$ cat src/hdl/utf8_stream_decoder_core_assert.svh
// Assertion macros shared by the decoder modules.
// Each macro expects signals named clk and rst_n in the enclosing module.
`ifndef UTF8_STREAM_DECODER_CORE_ASSERT_SVH
`define UTF8_STREAM_DECODER_CORE_ASSERT_SVH

// Same-cycle implication.
`define U8D_ASSERT(lbl, ante, cons, msg) \
  lbl: assert property (@(posedge clk) disable iff (!rst_n) (ante) |-> (cons)) \
    else $error(msg);

// Next-cycle implication.
`define U8D_ASSERT_NEXT(lbl, ante, cons, msg) \
  lbl: assert property (@(posedge clk) disable iff (!rst_n) (ante) |=> (cons)) \
    else $error(msg);

`endif

$ cat src/hdl/u8d_pkg.sv
package u8d_pkg;

  localparam int unsigned CpW = 21;

  localparam logic [1:0] ST_OK    = 2'd0;
  localparam logic [1:0] ST_QMARK = 2'd1;
  localparam logic [1:0] ST_FFFD  = 2'd2;

  localparam logic [CpW-1:0] CP_QMARK   = 21'h00003f;
  localparam logic [CpW-1:0] CP_FFFD    = 21'h00fffd;
  localparam logic [CpW-1:0] CP_3MIN    = 21'h000800;
  localparam logic [CpW-1:0] CP_SURR_LO = 21'h00d800;
  localparam logic [CpW-1:0] CP_SURR_HI = 21'h00dfff;
  localparam logic [CpW-1:0] CP_4MIN    = 21'h010000;
  localparam logic [CpW-1:0] CP_4MAX    = 21'h10ffff;

  localparam logic [7:0] LEAD2_MIN = 8'hc2;

  typedef enum logic [1:0] {
    SEL_DIRECT,
    SEL_QMARK,
    SEL_FFFD,
    SEL_TAIL
  } res_sel_t;

  // Controller to datapath.
  typedef struct packed {
    logic     take;
    logic     load;
    res_sel_t sel;
    logic     last;
    logic     rep_dec;
    logic     tail;
  } u8d_cmd_t;

  // Datapath to controller.
  typedef struct packed {
    logic       out_free;
    logic       err;
    logic       direct_res;
    logic [1:0] rep_in;
    logic       tail_res_in;
    logic [1:0] rep_cnt;
    logic       tail_res_r;
  } u8d_sts_t;

  function automatic logic is_cont(input logic [7:0] b);
    return b[7:6] == 2'b10;
  endfunction

  // Number of continuation bytes a lead byte asks for, zero if not a lead.
  function automatic logic [1:0] lead_need(input logic [7:0] b);
    logic [1:0] n;
    n = 2'd0;
    if (b[7:5] == 3'b110) n = 2'd1;
    else if (b[7:4] == 4'b1110) n = 2'd2;
    else if (b[7:3] == 5'b11110) n = 2'd3;
    return n;
  endfunction

  function automatic logic is_lead(input logic [7:0] b);
    return lead_need(b) != 2'd0;
  endfunction

  // A byte decoded on its own with nothing pending yields a result unless it
  // is a terminator or a lead that starts a new sequence.
  function automatic logic byte_has_res(input logic [7:0] b);
    return (b != 8'h00) && !is_lead(b);
  endfunction

  function automatic logic [CpW-1:0] byte_cp(input logic [7:0] b);
    return b[7] ? CP_FFFD : {{(CpW-8){1'b0}}, b};
  endfunction

  function automatic logic [1:0] byte_st(input logic [7:0] b);
    return b[7] ? ST_FFFD : ST_OK;
  endfunction

endpackage

$ cat src/hdl/utf8_stream_decoder_core.sv
// UTF-8 stream decoder: one byte in, zero to four code points out.
// Input channel: in_data_byte with in_valid / in_ready. A zero byte ends the
// string and flushes any open sequence; it never produces a result itself.
// Output channel: out_code_point, out_status (0 ok, 1 '?', 2 U+FFFD) and
// out_last with out_valid / out_ready; out_last marks the final result of a byte.
// A result is registered: it appears in the output register in the cycle after
// the byte that completes it is accepted.
// Throughput: well-formed text takes one byte per cycle while the output is not
// stalled. A broken sequence puts out '?', a stray U+FFFD for each of the N held
// continuation bytes (0 to 2) and the new byte's result, if any, one per unstalled
// cycle through the single result register; the input is not ready meanwhile.
// Reset (synchronous, active low) drops any pending sequence and any result
// not yet taken.
// A stall on out_ready holds the current result; one more byte can be taken
// in the cycle the held result is accepted, so a stall stops the input as well.
module utf8_stream_decoder_core (
  input  logic                    clk,
  input  logic                    rst_n,
  input  logic                    in_valid,
  output logic                    in_ready,
  input  logic [7:0]              in_data_byte,
  output logic                    out_valid,
  input  logic                    out_ready,
  output logic [u8d_pkg::CpW-1:0] out_code_point,
  output logic [1:0]              out_status,
  output logic                    out_last
);
  import u8d_pkg::*;

  u8d_cmd_t cmd;
  u8d_sts_t sts;

  u8d_ctrl u_ctrl (
    .clk      (clk),
    .rst_n    (rst_n),
    .in_valid (in_valid),
    .in_ready (in_ready),
    .sts      (sts),
    .cmd      (cmd)
  );

  u8d_datapath u_datapath (
    .clk            (clk),
    .rst_n          (rst_n),
    .in_data_byte   (in_data_byte),
    .out_ready      (out_ready),
    .cmd            (cmd),
    .sts            (sts),
    .out_valid      (out_valid),
    .out_code_point (out_code_point),
    .out_status     (out_status),
    .out_last       (out_last)
  );

endmodule

$ cat src/hdl/u8d_datapath.sv
`include "utf8_stream_decoder_core_assert.svh"

module u8d_datapath (
  input  logic                    clk,
  input  logic                    rst_n,
  input  logic [7:0]              in_data_byte,
  input  logic                    out_ready,
  input  u8d_pkg::u8d_cmd_t       cmd,
  output u8d_pkg::u8d_sts_t       sts,
  output logic                    out_valid,
  output logic [u8d_pkg::CpW-1:0] out_code_point,
  output logic [1:0]              out_status,
  output logic                    out_last
);
  import u8d_pkg::*;

  logic [7:0]     held_r   [3];
  logic [7:0]     held_nxt [3];
  logic [1:0]     hcnt_r, hcnt_nxt;
  logic [1:0]     rep_r, rep_nxt;
  logic [7:0]     byte_r, byte_nxt;
  logic           out_valid_r, out_valid_nxt;
  logic [CpW-1:0] cp_r, cp_nxt;
  logic [1:0]     st_r, st_nxt;
  logic           last_r, last_nxt;

  logic [7:0]     lead;
  logic [1:0]     need;
  logic           flush;
  logic           err;
  logic           complete;
  logic [10:0]    cp2;
  logic [15:0]    cp3;
  logic [CpW-1:0] cp3_w;
  logic [CpW-1:0] cp4;
  logic [CpW-1:0] dir_cp;
  logic [1:0]     dir_st;

  assign lead  = held_r[0];
  assign need  = lead_need(lead);
  assign flush = in_data_byte == 8'h00;

  // A pending sequence breaks on a terminator, on a byte that is not a
  // continuation, or when the two-byte lead would give an overlong form.
  assign err = (hcnt_r != 2'd0) &&
               (flush || !is_cont(in_data_byte) ||
                ((need == 2'd1) && (lead < LEAD2_MIN)));
  assign complete = (hcnt_r != 2'd0) && (hcnt_r == need);

  assign cp2   = {lead[4:0], in_data_byte[5:0]};
  assign cp3   = {lead[3:0], held_r[1][5:0], in_data_byte[5:0]};
  assign cp3_w = {{(CpW-16){1'b0}}, cp3};
  assign cp4   = {lead[2:0], held_r[1][5:0], held_r[2][5:0], in_data_byte[5:0]};

  always_comb begin
    dir_cp = byte_cp(in_data_byte);
    dir_st = byte_st(in_data_byte);
    if (hcnt_r != 2'd0) begin
      case (need)
        2'd1: begin
          dir_cp = {{(CpW-11){1'b0}}, cp2};
          dir_st = ST_OK;
        end
        2'd2: begin
          if ((cp3_w < CP_3MIN) || ((cp3_w >= CP_SURR_LO) && (cp3_w <= CP_SURR_HI))) begin
            dir_cp = CP_QMARK;
            dir_st = ST_QMARK;
          end else begin
            dir_cp = cp3_w;
            dir_st = ST_OK;
          end
        end
        2'd3: begin
          if ((cp4 < CP_4MIN) || (cp4 > CP_4MAX)) begin
            dir_cp = CP_QMARK;
            dir_st = ST_QMARK;
          end else begin
            dir_cp = cp4;
            dir_st = ST_OK;
          end
        end
        default: begin
          dir_cp = CP_QMARK;
          dir_st = ST_QMARK;
        end
      endcase
    end
  end

  always_comb begin
    sts.out_free    = !out_valid_r || out_ready;
    sts.err         = err;
    sts.direct_res  = (hcnt_r == 2'd0) ? byte_has_res(in_data_byte) : complete;
    sts.rep_in      = hcnt_r - 2'd1;
    sts.tail_res_in = byte_has_res(in_data_byte);
    sts.rep_cnt     = rep_r;
    sts.tail_res_r  = byte_has_res(byte_r);
  end

  always_comb begin
    held_nxt = held_r;
    hcnt_nxt = hcnt_r;
    rep_nxt  = rep_r;
    byte_nxt = byte_r;
    if (cmd.take) begin
      byte_nxt = in_data_byte;
      if (err) begin
        // Drop the lead; the held continuations are replayed as strays.
        hcnt_nxt = 2'd0;
        rep_nxt  = hcnt_r - 2'd1;
      end else if (hcnt_r == 2'd0) begin
        if (is_lead(in_data_byte)) begin
          held_nxt[0] = in_data_byte;
          hcnt_nxt    = 2'd1;
        end
      end else if (complete) begin
        hcnt_nxt = 2'd0;
      end else begin
        held_nxt[hcnt_r] = in_data_byte;
        hcnt_nxt         = hcnt_r + 2'd1;
      end
    end
    if (cmd.rep_dec) begin
      rep_nxt = rep_r - 2'd1;
    end
    if (cmd.tail && is_lead(byte_r)) begin
      held_nxt[0] = byte_r;
      hcnt_nxt    = 2'd1;
    end
  end

  always_comb begin
    out_valid_nxt = out_valid_r && !out_ready;
    cp_nxt        = cp_r;
    st_nxt        = st_r;
    last_nxt      = last_r;
    if (cmd.load) begin
      out_valid_nxt = 1'b1;
      last_nxt      = cmd.last;
      case (cmd.sel)
        SEL_DIRECT: begin
          cp_nxt = dir_cp;
          st_nxt = dir_st;
        end
        SEL_QMARK: begin
          cp_nxt = CP_QMARK;
          st_nxt = ST_QMARK;
        end
        SEL_FFFD: begin
          cp_nxt = CP_FFFD;
          st_nxt = ST_FFFD;
        end
        SEL_TAIL: begin
          cp_nxt = byte_cp(byte_r);
          st_nxt = byte_st(byte_r);
        end
        default: begin
          cp_nxt = CP_FFFD;
          st_nxt = ST_FFFD;
        end
      endcase
    end
  end

  always_ff @(posedge clk) begin
    if (!rst_n) begin
      hcnt_r      <= 2'd0;
      rep_r       <= 2'd0;
      out_valid_r <= 1'b0;
    end else begin
      hcnt_r      <= hcnt_nxt;
      rep_r       <= rep_nxt;
      out_valid_r <= out_valid_nxt;
    end
  end

  always_ff @(posedge clk) begin
    held_r <= held_nxt;
    byte_r <= byte_nxt;
    cp_r   <= cp_nxt;
    st_r   <= st_nxt;
    last_r <= last_nxt;
  end

  assign out_valid      = out_valid_r;
  assign out_code_point = cp_r;
  assign out_status     = st_r;
  assign out_last       = last_r;

  `U8D_ASSERT(a_held_is_prefix, hcnt_r != 2'd0, is_lead(held_r[0]) && (hcnt_r <= lead_need(held_r[0])), "held bytes do not form an open sequence")
  `U8D_ASSERT(a_replay_nothing_held, rep_r != 2'd0, hcnt_r == 2'd0, "bytes held while replaying")
  `U8D_ASSERT(a_load_needs_room, cmd.load, !out_valid_r || out_ready, "result register overwritten")

endmodule

$ cat src/hdl/u8d_ctrl.sv
`include "utf8_stream_decoder_core_assert.svh"

module u8d_ctrl (
  input  logic                clk,
  input  logic                rst_n,
  input  logic                in_valid,
  output logic                in_ready,
  input  u8d_pkg::u8d_sts_t   sts,
  output u8d_pkg::u8d_cmd_t   cmd
);
  import u8d_pkg::*;

  typedef enum logic [1:0] {
    S_IDLE,
    S_REPL,
    S_TAIL
  } state_t;

  state_t state_r, state_nxt;

  assign in_ready = (state_r == S_IDLE) && sts.out_free;

  always_comb begin
    cmd       = '0;
    cmd.sel   = SEL_DIRECT;
    state_nxt = state_r;
    case (state_r)
      S_IDLE: begin
        if (in_valid && sts.out_free) begin
          cmd.take = 1'b1;
          if (sts.err) begin
            cmd.load  = 1'b1;
            cmd.sel   = SEL_QMARK;
            cmd.last  = (sts.rep_in == 2'd0) && !sts.tail_res_in;
            state_nxt = (sts.rep_in != 2'd0) ? S_REPL : S_TAIL;
          end else if (sts.direct_res) begin
            cmd.load = 1'b1;
            cmd.sel  = SEL_DIRECT;
            cmd.last = 1'b1;
          end
        end
      end
      S_REPL: begin
        if (sts.out_free) begin
          cmd.load    = 1'b1;
          cmd.sel     = SEL_FFFD;
          cmd.last    = (sts.rep_cnt == 2'd1) && !sts.tail_res_r;
          cmd.rep_dec = 1'b1;
          if (sts.rep_cnt == 2'd1) begin
            state_nxt = S_TAIL;
          end
        end
      end
      S_TAIL: begin
        if (!sts.tail_res_r) begin
          cmd.tail  = 1'b1;
          state_nxt = S_IDLE;
        end else if (sts.out_free) begin
          cmd.tail  = 1'b1;
          cmd.load  = 1'b1;
          cmd.sel   = SEL_TAIL;
          cmd.last  = 1'b1;
          state_nxt = S_IDLE;
        end
      end
      default: begin
        state_nxt = S_IDLE;
      end
    endcase
  end

  always_ff @(posedge clk) begin
    if (!rst_n) begin
      state_r <= S_IDLE;
    end else begin
      state_r <= state_nxt;
    end
  end

  `U8D_ASSERT_NEXT(a_err_leaves_idle, (state_r == S_IDLE) && cmd.take && sts.err, state_r != S_IDLE, "error sequence not started")
  `U8D_ASSERT(a_repl_has_count, state_r == S_REPL, sts.rep_cnt != 2'd0, "replay state with nothing to replay")
  `U8D_ASSERT(a_tail_after_repl, state_r == S_TAIL, sts.rep_cnt == 2'd0, "tail reached with replays left")

endmodule
$ cat config.mk
export PLATFORM = sky130hd
export DESIGN_NAME = utf8_stream_decoder_core
export DESIGN_NICKNAME = d
export VERILOG_FILES = /design/src/hdl/u8d_pkg.sv /design/src/hdl/utf8_stream_decoder_core.sv /design/src/hdl/u8d_datapath.sv /design/src/hdl/u8d_ctrl.sv
export VERILOG_INCLUDE_DIRS = /design/src /design/src/hdl
export SDC_FILE = /design/constraint.sdc
export NUM_CORES = 1
export LEC_CHECK = 0
export ABC_AREA = 1
export BUFFER_PORTS_ARGS = -buffer_cell sky130_fd_sc_hd__buf_2
export CELL_PAD_IN_SITES_DETAIL_PLACEMENT = 0
export CELL_PAD_IN_SITES_GLOBAL_PLACEMENT = 1
export CORE_MARGIN = 3
export CORE_UTILIZATION = 35
export CTS_CLUSTER_SIZE = 12
export DETAILED_ROUTE_END_ITERATION = 16
export GPL_TIMING_DRIVEN = 0
export PLACE_DENSITY = 0.67
export SYNTH_ARGS = -nofsm -noshare
export SYNTH_HDL_FRONTEND = slang
export SYNTH_SLANG_ARGS = --single-unit
$ cat constraint.sdc
create_clock -name clk -period 2.9 [get_ports clk]
set_input_delay 0.29 -clock clk [delete_from_list [all_inputs] [get_ports clk]]
set_output_delay 0.29 -clock clk [all_outputs]
set_load 0.05 [all_outputs]
# == Word level (Yosys, flattened, before mapping) ==
# Index checks and enable logic that the tools add are counted.
# totals
input_bits,12
reg_bits,63
out_inout_bits,26
wordCells,172
# op_classes
n_reduce_logical,47
addsub,3
magnitude_cmp,8
eq_ne,30
muxes,67
bitwise,5
# op_table
op,n
$pmux 21 s4,1
$mux 24,3
$mux 16,4
$pmux 21 s3,1
$mux 2,29
$mux 21,2
$mux 8,4
$bwmux 24,1
$gt 21x21->1 const B,1
$lt 21x17->1 const B,1
$demux 8 s2,1
$ge 16x16->1 const B,1
$le 16x16->1 const B,1
$lt 16x12->1 const B,1
$mux 4,4
$reduce_bool 2->1,8
$reduce_bool 8->1,2
$eq 5x5->1 const B,3
$logic_and 1x1->1,13
$eq 2x2->1 const B,6
$eq 4x4->1 const B,3
$pmux 2 s3,2
$pmux 4 s3,1
$mux 1,11
other kinds (25),56

# == Logic depth before layout (Yosys ltp) ==
# logic_depth
ltp_word,19
ltp_mapped,12
depth_no_buf,12

# == Modules after synthesis ==
# A second synthesis with hierarchy kept.
# unflattened
cells_unflattened,337
hier_area_um2,3055.4
# by_module_without_submodules
module,area_each_um2,n_inst,cells_each,seq_area_each_um2
u8d_datapath,2811.4,1,289,1661.6
u8d_ctrl,244.0,1,48,40.0

# == Worst setup path before layout ==
# OpenSTA, ideal clock, no wires.
# synth_path
path_kind,flip-flop to flip-flop
startpoint,"register u_datapath.out_valid_r, in the netlist u_datapath.out_valid"
endpoint,"register u_datapath.cp_r[0], in the netlist u_datapath.out_code_point[0], enable pin"
t_required_ns,2.411
synth_period_minus_slack_ns,2.522
n_path_buf,1
setup_ns,0.489
t_arrival_ns,2.033
path_slack_ns,0.378
path_stages_with_launch,11
path_cell_list,dfxtp_1 -> inv_2 -> nor2_8 -> inv_4 -> nand2_4 -> nor2_4 -> buf_6 -> inv_6 -> nor2_4 -> nand2_1 -> nand3_1
# synth_rtl
item,line_no,rtl
from (decl),u8d_datapath.sv:22,"logic out_valid_r, out_valid_nxt;"
from (signal assigned),u8d_datapath.sv:173,out_valid_r <= out_valid_nxt;
to (signal assigned),u8d_datapath.sv:180,cp_r <= cp_nxt;
to (decl),u8d_datapath.sv:23,"logic [CpW-1:0] cp_r, cp_nxt;"

==> results.md <==
- Outcome: complete, no violations
- Arr. time, crit path: 2.35 ns
- Wire per inst: between 15 and 20 µm
- Worst setup path class: register to register
- Worst hold endpoint: u_datapath.byte_r[7]
- WHS Path Cells: 1
- Final Hold Fails: 0
- Initial antenna violation count: 0
- Syn nets: about 370
- Clk buf depth: 2
- Cells after synthesis: between 300 and 400
- Reg2reg setup slack: between 0.4 and 0.5 ns
- CTS Root Cell: clkbuf_8
- Max Cap Viol: 0
- Clock latency on the worst-skew pair: 0.34 ns
- Drt initial violations: 149
- DIE HEIGHT: 103 µm
- FMAX: 404 MHz
- Core Util, Final: 0.429
- Worst vdd ir: 0.305 mV
- Largest net degree at the start of global routing: 25
- Total gr overflow: 0
- Critical R2R Launch: u_datapath.hcnt_r[0]
- Core Rows: 34
- CTS buffer count: 9
- Headroom to the max-slew limit: 0.245
- Vias in the first global route: 2,512
- Die W: approximately 100 µm
- Hold WC Path Type: input pin to register
- Avg Vias per Cell: 5.08
- Worst Setup End Kind: register
- Mean post-synth cell area: 9.26 µm²
- Layout cells sized above 1: 0.249
- Antenna diodes: 0
- Most common cell after layout, fill and taps aside: nand2_1
- Worst Path Required: 2.78 ns
- Vias: 2,628
- H-tree depth: 3
- Clk slew on worst S/H paths: 0.07 ns
- Sequential cell area: roughly 1700 µm²
- Num ports: 38
- Setup Viol. Count Final: 0
- Die Footprint: about 11,000 µm²
- Initial Util: 0.369
- Area occupied by multi-input gates: 1380 µm²
- Antenna Nets Post-Route: 0
- Actual slew at the worst max-slew pin: 1.12 ns
- Setup TNS: 0 ns
- Cell count of the worst reg-to-reg path: 7
- DP HPWL: 5930 µm
- Startpoint Class: register
- Core footprint: 8930 µm²
- CTS tree: built
- FF+latch count, synth: 59
- HP Start: in_data_byte[7]
- FF-to-FF End: u_datapath.out_code_point[6]
- 1st-pass router iterations: 4
- Clock sink count: 59
- Final-report max-slew violation count: 0
- # DRC: 0
- Min Tclk post-route: 2.47 ns
- Leak: 0.00157 µW
- Commonest non-fill, non-tap cells in the layout: nand2_1, edfxtp_1, buf_2
- GR Util All Layers: 0.167
- Global-route wire length before repair: between 10,000 and 15,000 µm
- Synth-to-Final Area Change: 16.2%
- IO buf count: 37
- Part of the cycle the worst path needs: 0.853
- Routability congestion estimate: 0.848
- Post-Route Skew: around 0.010 ns
- Power Dens Cells: 1020 nW/µm²
- Hold buffers post-CTS: 0
- Synthesized area: 3300 µm²
- Yosys warning total: 0
- Crit-path max FO: 24
- Part of the Yosys area used for sequential elements: 0.516
- Fill cells: 866
- RSZ-0062 raised after global routing: false
- Min Hold Slack: 0.192 ns
- Netlist cell types: 38
- Routed WL: 8030 µm
- # nets final: 422
[routing by layer]
layer | GRT usage | vias up | wire (µm)
met5 | 0 | - | 0
met4 | 0.0747 | 0 | 183
met3 | 0.0277 | 13 | 393
met2 | 0.254 | 78 | 3660
met1 | 0.233 | 1241 | 3800
li1 | - | 1296 | -
[cell families (layout without fill, tap and decap cells)]
kind of cell    after synthesis  count (layout)  synth area share
fa+ha+maj                     6               6            0.0228
flops                        59              59             0.516
buf+inv                      51             104            0.0668
compound gates               48              48            0.0877
simple gates                192             192             0.306
[worst max-delay path: stages, from the launching register on]
cell	delay, ns
dfxtp_1	0.39
inv_1	0.16
ha_1	0.35
inv_2	0.15
nand2_2	0.19
o21ai_1	0.12
nand2_1	0.12
nand3_2	0.52
[Yosys cell counts]
library cell	instances	area (µm²)
o21ai_2	1	8.76
nand3_2	2	20.0
a21oi_1	14	70.1
nor2_1	19	71.3
nand2_4	2	22.5
nor2_4	8	90.1
nor2_2	8	50.1
buf_6	2	22.5
inv_4	2	12.5
nand4_2	1	12.5
a22oi_2	1	12.5
nand3b_1	1	7.51
a32o_1	2	20.0
nand3_4	1	17.5
clkbuf_1	4	15.0
a22oi_1	4	30.0
inv_2	8	30.0
edfxtp_1	52	1560
nor3_1	5	25.0
o32ai_1	1	8.76
nand3_1	30	150
nor2_8	4	80.1
dfxtp_1	7	140
o21bai_1	1	7.51
inv_1	33	124
o21ai_0	17	85.1
nor3_2	1	10.0
a21oi_2	2	17.5
o221ai_1	1	8.76
ha_1	6	75.1
buf_4	1	7.51
nand2_2	4	25.0
or2_2	1	6.26
o21ai_1	4	20.0
nand4_4	1	21.3
nand4_1	4	25.0
inv_6	1	8.76
nand2_1	100	375
[registers in the layout, indices dropped and copies added, names as in the netlist]
signal	cells
u_ctrl.state_r	2
u_datapath.byte_r	8
u_datapath.cp3	6
u_datapath.cp4	6
u_datapath.hcnt_r	2
u_datapath.lead	8
u_datapath.out_code_point	21
u_datapath.out_last	1
u_datapath.out_status	2
u_datapath.out_valid	1
u_datapath.rep_r	2
[area by class of cell]
cell class,count,area share
plain buffers,7,0.0118
flip-flops and latches,59,0.444
inverters,44,0.0458
clock buffers,10,0.0333
multi-input cells,246,0.360
well taps,108,0.0353
repair buffers,37,0.0484
clock inverters,6,0.0209
[repair_timing]
item / 4_1_cts / 5_1_grt
setup endpoints to repair: 24 / 0
resized for setup: 1 / 0
buffers inserted: 0 / 0
[worst max-delay path by stage]
stage	endpoint	from
3_5_place_dp	u_datapath.out_code_point[10]	u_datapath.hcnt_r[0]
4_1_cts	u_datapath.out_code_point[6]	u_datapath.hcnt_r[0]
3_3_place_gp	u_datapath.out_code_point[11]	u_datapath.hcnt_r[0]
5_1_grt	u_datapath.out_code_point[6]	u_datapath.hcnt_r[0]
6_report	u_datapath.out_code_point[6]	u_datapath.hcnt_r[0]
2_1_floorplan	u_datapath.out_code_point[0]	u_datapath.out_valid
[where the power goes]
part	internal, µW	leakage, µW	switching [µW]
clock	477	0.000101	348
sequential	1270	0.000548	99.3
combinational	380	0.000922	1310
[through the flow]
step / instance area, µm² / power (µW) / setup WS (ns) / instances
after floorplan: 3300 / 2710 / 0.378 / 356
after global placement: 3620 / 3080 / -0.0604 / 501
after detailed placement: 3620 / 3100 / -0.131 / 501
after CTS: 3830 / 3920 / 0.375 / 517
after global routing: 3830 / 4130 / 0.147 / 517
final: 3830 / 3890 / 0.426 / 517
Note: power is estimated with default switching activity, not from simulation.
